### config.mk
export PLATFORM = sky130hd
export DESIGN_NAME = status_frame_parser_top
export DESIGN_NICKNAME = d
export VERILOG_FILES = /design/src/hw/rtl/sfp_pkg.sv /design/src/hw/rtl/sfp_in_stage.sv /design/src/hw/rtl/sfp_core.sv /design/src/hw/rtl/sfp_out_stage.sv /design/src/hw/rtl/status_frame_parser_top.sv
export SDC_FILE = /design/constraint.sdc
export NUM_CORES = 1
export LEC_CHECK = 0
export BUFFER_PORTS_ARGS = -buffer_cell sky130_fd_sc_hd__buf_2
export CORE_MARGIN = 4
export CORE_UTILIZATION = 30
export CTS_CLUSTER_DIAMETER = 30
export DETAILED_ROUTE_END_ITERATION = 8
export GPL_TIMING_DRIVEN = 0
export PLACE_DENSITY = 0.52
export SLEW_MARGIN = 20
export SYNTH_ARGS = -nofsm -noshare
export SYNTH_HDL_FRONTEND = slang
export SYNTH_HIERARCHICAL = 1
export SYNTH_SLANG_ARGS = --single-unit
### constraint.sdc
create_clock -name clk -period 4.9 [get_ports clk]
set_input_delay 0.49 -clock clk [delete_from_list [all_inputs] [get_ports clk]]
set_output_delay 0.49 -clock clk [all_outputs]
set_load 0.005 [all_outputs]
### src/hw/rtl/sfp_pkg.sv
// ----------------------------------------------------------------------------
// sfp_pkg
// types and constants of the status frame parser
// ----------------------------------------------------------------------------
package sfp_pkg;

	localparam int unsigned MIN_FRAME_BYTES = 16;
	localparam logic [7:0] SHORT_LIMIT = 8'(MIN_FRAME_BYTES - 1);
	localparam logic [7:0] POS_MAX = 8'hFF;

	localparam logic [7:0] POS_HEADER = 8'd0;
	localparam logic [7:0] POS_MARKER = 8'd2;
	localparam logic [7:0] POS_MSG_ID = 8'd3;
	localparam logic [7:0] POS_TYPE_HI = 8'd6;
	localparam logic [7:0] POS_TYPE_LO = 8'd7;
	localparam logic [7:0] POS_STATUS = 8'd8;
	localparam logic [7:0] POS_MODE = 8'd9;
	localparam logic [7:0] POS_BATTERY = 8'd10;

	localparam logic [7:0] HEADER_BYTE = 8'hAA;
	localparam logic [7:0] MARKER_BYTE = 8'h1E;
	localparam logic [7:0] MSG_ID_BYTE = 8'h16;
	localparam logic [7:0] TYPE_HI_BYTE = 8'h00;
	localparam logic [7:0] TYPE_LO_BYTE = 8'h0B;

	typedef enum logic [2:0] {
		ERR_OK       = 3'd0,
		ERR_SHORT    = 3'd1,
		ERR_HEADER   = 3'd2,
		ERR_MARKER   = 3'd3,
		ERR_MSG_ID   = 3'd4,
		ERR_TYPE     = 3'd5,
		ERR_CHECKSUM = 3'd6
	} err_code_t;

	typedef struct packed {
		logic [7:0] byte_value;
		logic       last_byte;
	} byte_item_t;

	typedef struct packed {
		logic       frame_ok;
		logic [2:0] error_code;
		logic [1:0] charge_source;
		logic       charging;
		logic       mowing;
		logic [6:0] battery_percent;
		logic [2:0] system_mode;
	} status_item_t;

	typedef struct packed {
		logic advance;
		logic load;
	} core_ctrl_t;

endpackage

### src/hw/rtl/sfp_in_stage.sv
// ----------------------------------------------------------------------------
// sfp_in_stage
// input register of the byte channel
// ----------------------------------------------------------------------------
module sfp_in_stage import sfp_pkg::*; (
	input  logic       clk,
	input  logic       arst_n,
	input  logic       byte_valid,
	input  byte_item_t byte_item,
	output logic       byte_stall,
	input  core_ctrl_t ctrl,
	output logic       valid_s1,
	output byte_item_t item_s1
);

	assign byte_stall = valid_s1 && !ctrl.advance;

	always_ff @(posedge clk or negedge arst_n) begin
		if (!arst_n) begin
			valid_s1 <= 1'b0;
		end else if (!byte_stall) begin
			valid_s1 <= byte_valid;
		end
	end

	always_ff @(posedge clk) begin
		if (!byte_stall && byte_valid) begin
			item_s1 <= byte_item;
		end
	end

endmodule

### src/hw/rtl/sfp_core.sv
// ----------------------------------------------------------------------------
// sfp_core
// frame state, header checks and status decode for one item
// ----------------------------------------------------------------------------
module sfp_core import sfp_pkg::*; (
	input  logic         clk,
	input  logic         arst_n,
	input  logic         valid_s1,
	input  byte_item_t   item_s1,
	input  logic         out_free,
	output core_ctrl_t   ctrl,
	output status_item_t result
);

	logic [7:0] pos_q;
	logic [7:0] sum_q;
	err_code_t  err_q;
	logic [1:0] charge_q;
	logic       mow_q;
	logic [2:0] mode_q;
	logic [6:0] batt_q;

	err_code_t  hit;
	err_code_t  code;
	logic [7:0] b;

	assign b = item_s1.byte_value;

	always_comb begin
		ctrl.advance = valid_s1 && (!item_s1.last_byte || out_free);
		ctrl.load = valid_s1 && item_s1.last_byte && out_free;
	end

	always_comb begin
		hit = ERR_OK;
		case (pos_q)
			POS_HEADER:  if (b != HEADER_BYTE) hit = ERR_HEADER;
			POS_MARKER:  if (b != MARKER_BYTE) hit = ERR_MARKER;
			POS_MSG_ID:  if (b != MSG_ID_BYTE) hit = ERR_MSG_ID;
			POS_TYPE_HI: if (b != TYPE_HI_BYTE) hit = ERR_TYPE;
			POS_TYPE_LO: if (b != TYPE_LO_BYTE) hit = ERR_TYPE;
			default:     hit = ERR_OK;
		endcase
	end

	always_comb begin
		if (pos_q < SHORT_LIMIT) begin
			code = ERR_SHORT;
		end else if (err_q != ERR_OK) begin
			code = err_q;
		end else if (~sum_q != b) begin
			code = ERR_CHECKSUM;
		end else begin
			code = ERR_OK;
		end
		result = '0;
		result.error_code = code;
		if (code == ERR_OK) begin
			result.frame_ok = 1'b1;
			result.charge_source = charge_q;
			result.charging = (charge_q != 2'd0);
			result.mowing = mow_q;
			result.battery_percent = batt_q;
			result.system_mode = mode_q;
		end
	end

	always_ff @(posedge clk or negedge arst_n) begin
		if (!arst_n) begin
			pos_q <= '0;
			sum_q <= '0;
			err_q <= ERR_OK;
			charge_q <= '0;
			mow_q <= 1'b0;
			mode_q <= '0;
			batt_q <= '0;
		end else if (ctrl.advance) begin
			if (item_s1.last_byte) begin
				pos_q <= '0;
				sum_q <= '0;
				err_q <= ERR_OK;
				charge_q <= '0;
				mow_q <= 1'b0;
				mode_q <= '0;
				batt_q <= '0;
			end else begin
				if (err_q == ERR_OK) begin
					err_q <= hit;
				end
				if (pos_q == POS_STATUS) begin
					charge_q <= b[1:0];
					mow_q <= b[5];
				end
				if (pos_q == POS_MODE) begin
					mode_q <= b[2:0];
				end
				if (pos_q == POS_BATTERY) begin
					batt_q <= b[6:0];
				end
				sum_q <= sum_q + b;
				if (pos_q != POS_MAX) begin
					pos_q <= pos_q + 8'd1;
				end
			end
		end
	end

endmodule

### src/hw/rtl/sfp_out_stage.sv
// ----------------------------------------------------------------------------
// sfp_out_stage
// result register of the status channel
// ----------------------------------------------------------------------------
module sfp_out_stage import sfp_pkg::*; (
	input  logic         clk,
	input  logic         arst_n,
	input  core_ctrl_t   ctrl,
	input  status_item_t result,
	output logic         out_free,
	output logic         status_valid,
	output status_item_t status_item,
	input  logic         status_stall
);

	assign out_free = !status_valid || !status_stall;

	always_ff @(posedge clk or negedge arst_n) begin
		if (!arst_n) begin
			status_valid <= 1'b0;
		end else if (out_free) begin
			status_valid <= ctrl.load;
		end
	end

	always_ff @(posedge clk) begin
		if (ctrl.load) begin
			status_item <= result;
		end
	end

endmodule

### src/hw/rtl/status_frame_parser_top.sv
// ----------------------------------------------------------------------------
// status_frame_parser_top
// checks a status frame byte by byte and decodes its status fields
//
// byte channel: byte_valid, byte_stall, byte_item (byte and final-byte flag)
// status channel: status_valid, status_stall, status_item, one item per frame
// one byte is taken every cycle while byte_stall is low; the frame result goes from
// the final byte through the input register and the result register
// bytes before the final one keep flowing while a result waits
// a stalled result holds; a final byte behind it waits in the input register
// reset clears the frame state and empties both registers
// ----------------------------------------------------------------------------
module status_frame_parser_top import sfp_pkg::*; (
	input  logic         clk,
	input  logic         arst_n,
	input  logic         byte_valid,
	output logic         byte_stall,
	input  byte_item_t   byte_item,
	output logic         status_valid,
	input  logic         status_stall,
	output status_item_t status_item
);

	logic         valid_s1;
	byte_item_t   item_s1;
	logic         out_free;
	core_ctrl_t   ctrl;
	status_item_t result;

	sfp_in_stage u_in (
		.clk        (clk),
		.arst_n     (arst_n),
		.byte_valid (byte_valid),
		.byte_item  (byte_item),
		.byte_stall (byte_stall),
		.ctrl       (ctrl),
		.valid_s1   (valid_s1),
		.item_s1    (item_s1)
	);

	sfp_core u_core (
		.clk      (clk),
		.arst_n   (arst_n),
		.valid_s1 (valid_s1),
		.item_s1  (item_s1),
		.out_free (out_free),
		.ctrl     (ctrl),
		.result   (result)
	);

	sfp_out_stage u_out (
		.clk          (clk),
		.arst_n       (arst_n),
		.ctrl         (ctrl),
		.result       (result),
		.out_free     (out_free),
		.status_valid (status_valid),
		.status_item  (status_item),
		.status_stall (status_stall)
	);

endmodule

## Word level (Yosys, flattened, before mapping)

Cells that the tools add are included.

- Add/subtract/negate cells: 2
- Magnitude comparators: 1
- Equality and inequality tests: 13
- Muxes and demuxes: 23
- Bitwise gates (word level): 1
- Reductions and logical operators: 28

Operators by type and width:

| cell | number |
|---|---|
| $mux 3 | 10 |
| $eq 8x4->1 const B | 3 |
| $mux 8 | 3 |
| $eq 8x2->1 const B | 2 |
| $eq 8x3->1 const B | 2 |
| $ne 8x5->1 const B | 2 |
| $ne 8x8->1 const B | 2 |
| $pmux 3 s5 | 1 |
| $mux 7 | 2 |
| $reduce_bool 2->1 | 6 |
| $reduce_and 2->1 | 5 |
| $add 8x1->8 const B | 1 |
| $add 8x8->8 | 1 |
| $logic_not 8->1 | 1 |
| $lt 8x4->1 const B | 1 |
| $mux 2 | 4 |
| $ne 8x4->1 const B | 1 |
| $ne 8x8->1 | 1 |
| $not 8->8 | 1 |
| $reduce_bool 8->1 | 1 |
| $logic_not 3->1 | 2 |
| $logic_and 1x1->1 | 5 |
| $logic_not 1->1 | 5 |
| $mux 1 | 3 |
| 2 further kinds | 3 |

- Register bits: 61
- Input port bits: 13
- Output and inout bits: 20
- Logic and storage cells: 86

## Logic depth before layout (Yosys ltp)

- Depth in word-level cells: 8
- Gate-level depth with buffers: 7
- Depth with buffers taken out: 7

## Cells and area by module

The synthesis kept the hierarchy.

By module, submodules not included:

| module | instances | cells each | area each (µm²) | seq. area each (µm²) |
|---|---|---|---|---|
| sfp_core | 1 | 228 | 2070.7 | 800.8 |
| sfp_out_stage | 1 | 21 | 576.8 | 565.5 |
| sfp_in_stage | 1 | 14 | 327.8 | 295.3 |

## Least setup slack after synthesis

OpenSTA, ideal clock, no wires.

- Path kind: reg2reg
- From: reg, netlist name u_in/item_s1[1]
- To: reg u_core.sum_q[6]
- Setup time: 121 ps
- Data arrival time: 1909 ps
- Required time: 4779 ps
- Setup slack: 2870 ps
- Stages on the path, launching flop included: 8
- Path buffers: 0
- Period minus slack after synthesis: 2030 ps
- Path through: edfxtp_1 > ha_1 > fa_1 > a21o_1 > a21oi_1 > o211ai_1 > xor2_1 > a22o_1

- Word-level cells in the longest chain between the ends: 2

Ends and longest elaborated chain:

| element | RTL line | RTL |
|---|---|---|
| $add 8x8->8 | sfp_core.sv:100 | `sum_q <= sum_q + b;` |
| $mux 8 | sfp_core.sv:78 | `if (item_s1.last_byte) begin` |
| end signal, assigned | sfp_core.sv:100 |  |
| end, declared | sfp_core.sv:16 | `logic [7:0] sum_q;` |

Every way passes these cells.
A chain may end at the register's enable or synchronous reset.

==> impl_metrics.json <==
{
  "power_density_mw_per_mm2": 416,
  "rsz0062_at_grt": "false",
  "synthFlopType": "dfrtp_1",
  "synthArstFlopShare_pct": 55.7,
  "first_pass_iters": 4,
  "arrival_ns": 1.91,
  "cts_inserted_buffers": 9,
  "cts.clk_slew.worst_paths_ns": 0.07,
  "n_antenna_cell": 0,
  "avgSynthCellArea_sq_um": 11.3,
  "wl_um": 6140,
  "ir_worst_vdd_v": 0.000156,
  "root_buffer": "clkbuf_8",
  "clk_latency_ns": 0.34,
  "clock.fmax_mhz": 417,
  "maxSlewViolCount": 0,
  "io_buffer_count": 32,
  "synth_edf_count": 27,
  "synth_seq_area_share_pct": 55.8,
  "yosys_warnings": 6,
  "h-tree-depth": 3,
  "seqPwrFrac_pct": 45.0,
  "post-cts-setup-buffer-count": 0,
  "cp_top_family": "buffers and inverters",
  "finalSetupViolations": 0,
  "hold_buffers": 0,
  "critPathKind": "reg2out",
  "synth_commonest_cells": "dfrtp_1, edfxtp_1, nand2_1",
  "finalCriticalPeriod_ns": 2.40,
  "die_area_sq_mm": 0.0116,
  "holdWs_ns": 0.223,
  "grt_pass1_wl_um": 10400,
  "antenna_found_initial": 0,
  "synth-seq-cells": 61,
  "row_count": 36,
  "clockBufferDepth": 2,
  "status": "completed",
  "routedWlPerCell_um": 13.8,
  "yosysUniqueCellTypes": 52,
  "area_growth_pct": 17.5,
  "gp_routability_congestion": 0.807,
  "nNetsFinal": 331,
  "slew_headroom_pct": 41.1,
  "clock_sinks": 61,
  "swShare_pct": 30.7,
  "routed_via_density": 4.69,
  "worst_pin_slew_ns": 0.882,
  "grt_use_total_pct": 11.8,
  "crit_path_cell_trace": "clkbuf_1, nand2_1, inv_1, nand2b_4, inv_1, buf_2",
  "synth_top_area_cell": "dfrtp_1",
  "post-route-period-util_pct": 49.0,
  "cp_slowest_stage_delay_ns": 0.39,
  "cp_slowest_cell": "dfrtp_1",
  "drt-initial-drc-count": 152,
  "finalHoldViolCount": 0,
  "cts_tree": "built",
  "yosysMostFrequentCell": "dfrtp_1",
  "grt_pass1_vias": 2064,
  "overflow": 0,
  "ant_nets": 0,
  "die_h_um": 108,
  "combPwrFrac_pct": 24.7,
  "start_util_pct": 30.6,
  "cts_resized": 0,
  "hold_class": "in2async",
  "synth.top_cell.area_share_pct": 28.6,
  "finalNonFillerCells": 444,
  "fin_skew_ns": 0.0108,
  "synth.area.top_cells": "dfrtp_1, edfxtp_1, ha_1, nand2_1, a22o_1",
  "critPathMostFrequentCell": "inv_1",
  "num_vias": 2082,
  "drv_cap": 0,
  "clkPwrFrac_pct": 30.3,
  "crit_path_max_fanout": 9,
  "cp-start-kind": "flip-flop",
  "leakage_uw": 0.00147,
  "required_ns": 4.41,
  "drc": 0,
  "synth.cell_area_sq_mm": 0.00298,
  "syn_nets": 288,
  "end_kind": "primary output",
  "fin_tns_setup_ns": 0,
  "grt_max_degree": 35,
  "ios": 33,
  "netSwitchingPower_uw": 446,
  "p_int_uw": 1010,
  "coreArea_sq_mm": 0.00973,
  "postSynthCellCount": 263,
  "dpl.cell_count": 428,
  "dp.final_hpwl_um": 4410,
  "drive_gt1_share_pct": 18.3,
  "die-width_um": 108,
  "path_buf_inv": 4
}
-- cells by family after synthesis --
family                   Yosys count  share of synthesized area, %
AO/OA/AOI/OAI                     61                          14.2
buffers and inverters             20                          2.82
XOR/XNOR                           8                          2.36
multiplexers                       2                         0.757
flip-flops                        61                          55.8
adder cells (fa/ha/maj)           12                          5.30
AND/OR/NAND/NOR                   99                          18.8
-- worst register-to-register path: cells and delay by family, from the launching register on --
family / cells / cell delay [ns]
AOI/OAI and AO/OA: 4 / 0.74
xor gates and xnor gates: 1 / 0.15
adders and majority gates: 2 / 0.73
DFF: 1 / 0.53
-- per-stage QoR --
| stage | area (sq um) | setup WS [ns] | util [%] | power (uW) |
|---|---|---|---|---|
| floorplan | 2980 | 2.87 | - | 930 |
| global placement | 3300 | 2.64 | 33.9 | 1020 |
| detailed placement | 3300 | 2.60 | 33.9 | 1020 |
| CTS | 3500 | 2.46 | 35.9 | 1470 |
| global route | 3500 | 2.36 | 35.9 | 1550 |
| finish | 3500 | 2.50 | 35.9 | 1460 |
-- cell usage in the layout (no fill, tap or decap), drive strengths merged, types with 3 or more instances in the layout --
master   n
buf     34
clkbuf  17
edfxtp  27
nand2   26
o21ai   16
ha      11
dfrtp   34
or3      4
nor4     4
nand4    4
nand3   10
inv     13
xnor2    6
a21oi   10
a22oi    3
and2    15
nor2    16
a21o     4
nand2b   4
o21a     4
nor2b    6
a22o    10
-- registers in the layout, summed over array words and instances, names as in the netlist --
signal,cells
u_core/err_q,3
u_core/sum_q,8
u_core/pos_q,8
u_out/status_valid,1
u_core/batt_q,7
u_in/item_s1,9
u_core/mode_q,3
u_out/status_item,18
u_in/valid_s1,1
u_core/charge_q,2
u_core/mow_q,1
-- metal layers --
metal | GRT usage [%] | share of wire, %
met2 | 18.2 | 48
met3 | 3.06 | 4.7
met1 | 14.8 | 46
met4 | 7.30 | 1.4
met5 | 0 | 0
-- final cells by class --
type,count,area [sq um]
Inverter,13,48.8
Multi-Input combinational cell,182,1230
Clock buffer,12,145
Fill cell,998,6230
Buffer,7,35.0
Tap cell,133,166
Sequential cell,61,1660
Timing Repair Buffer,32,160
Clock inverter,4,50.0
-- power groups by stage --
stage               clock [uW]  sequential [uW]  combinational, uW
global route               481              665                405
finish                     441              656                359
global placement             0              665                356
detailed placement           0              666                357
CTS                        455              657                362
floorplan                    0              653                277
-- path summary, 6_finish.rpt --
| check | from | to | slack, ns | cells past startpoint |
|---|---|---|---|---|
| min reg2reg | u_core/sum_q[0] | u_core/sum_q[0] | 0.48 | 2 |
| min | arst_n | u_core/sum_q[6] | 0.22 | 1 |
| max reg2reg | u_in/item_s1[1] | u_core/sum_q[6] | 2.63 | 7 |
| max in group asynchronous | arst_n | u_core/pos_q[0] | 4.19 | 1 |
| max | u_in/valid_s1 | byte_stall | 2.50 | 6 |
| min in group clk | byte_item[2] | u_in/item_s1[2] | 0.32 | 1 |
No activity file was read; power rests on OpenSTA's default activity.
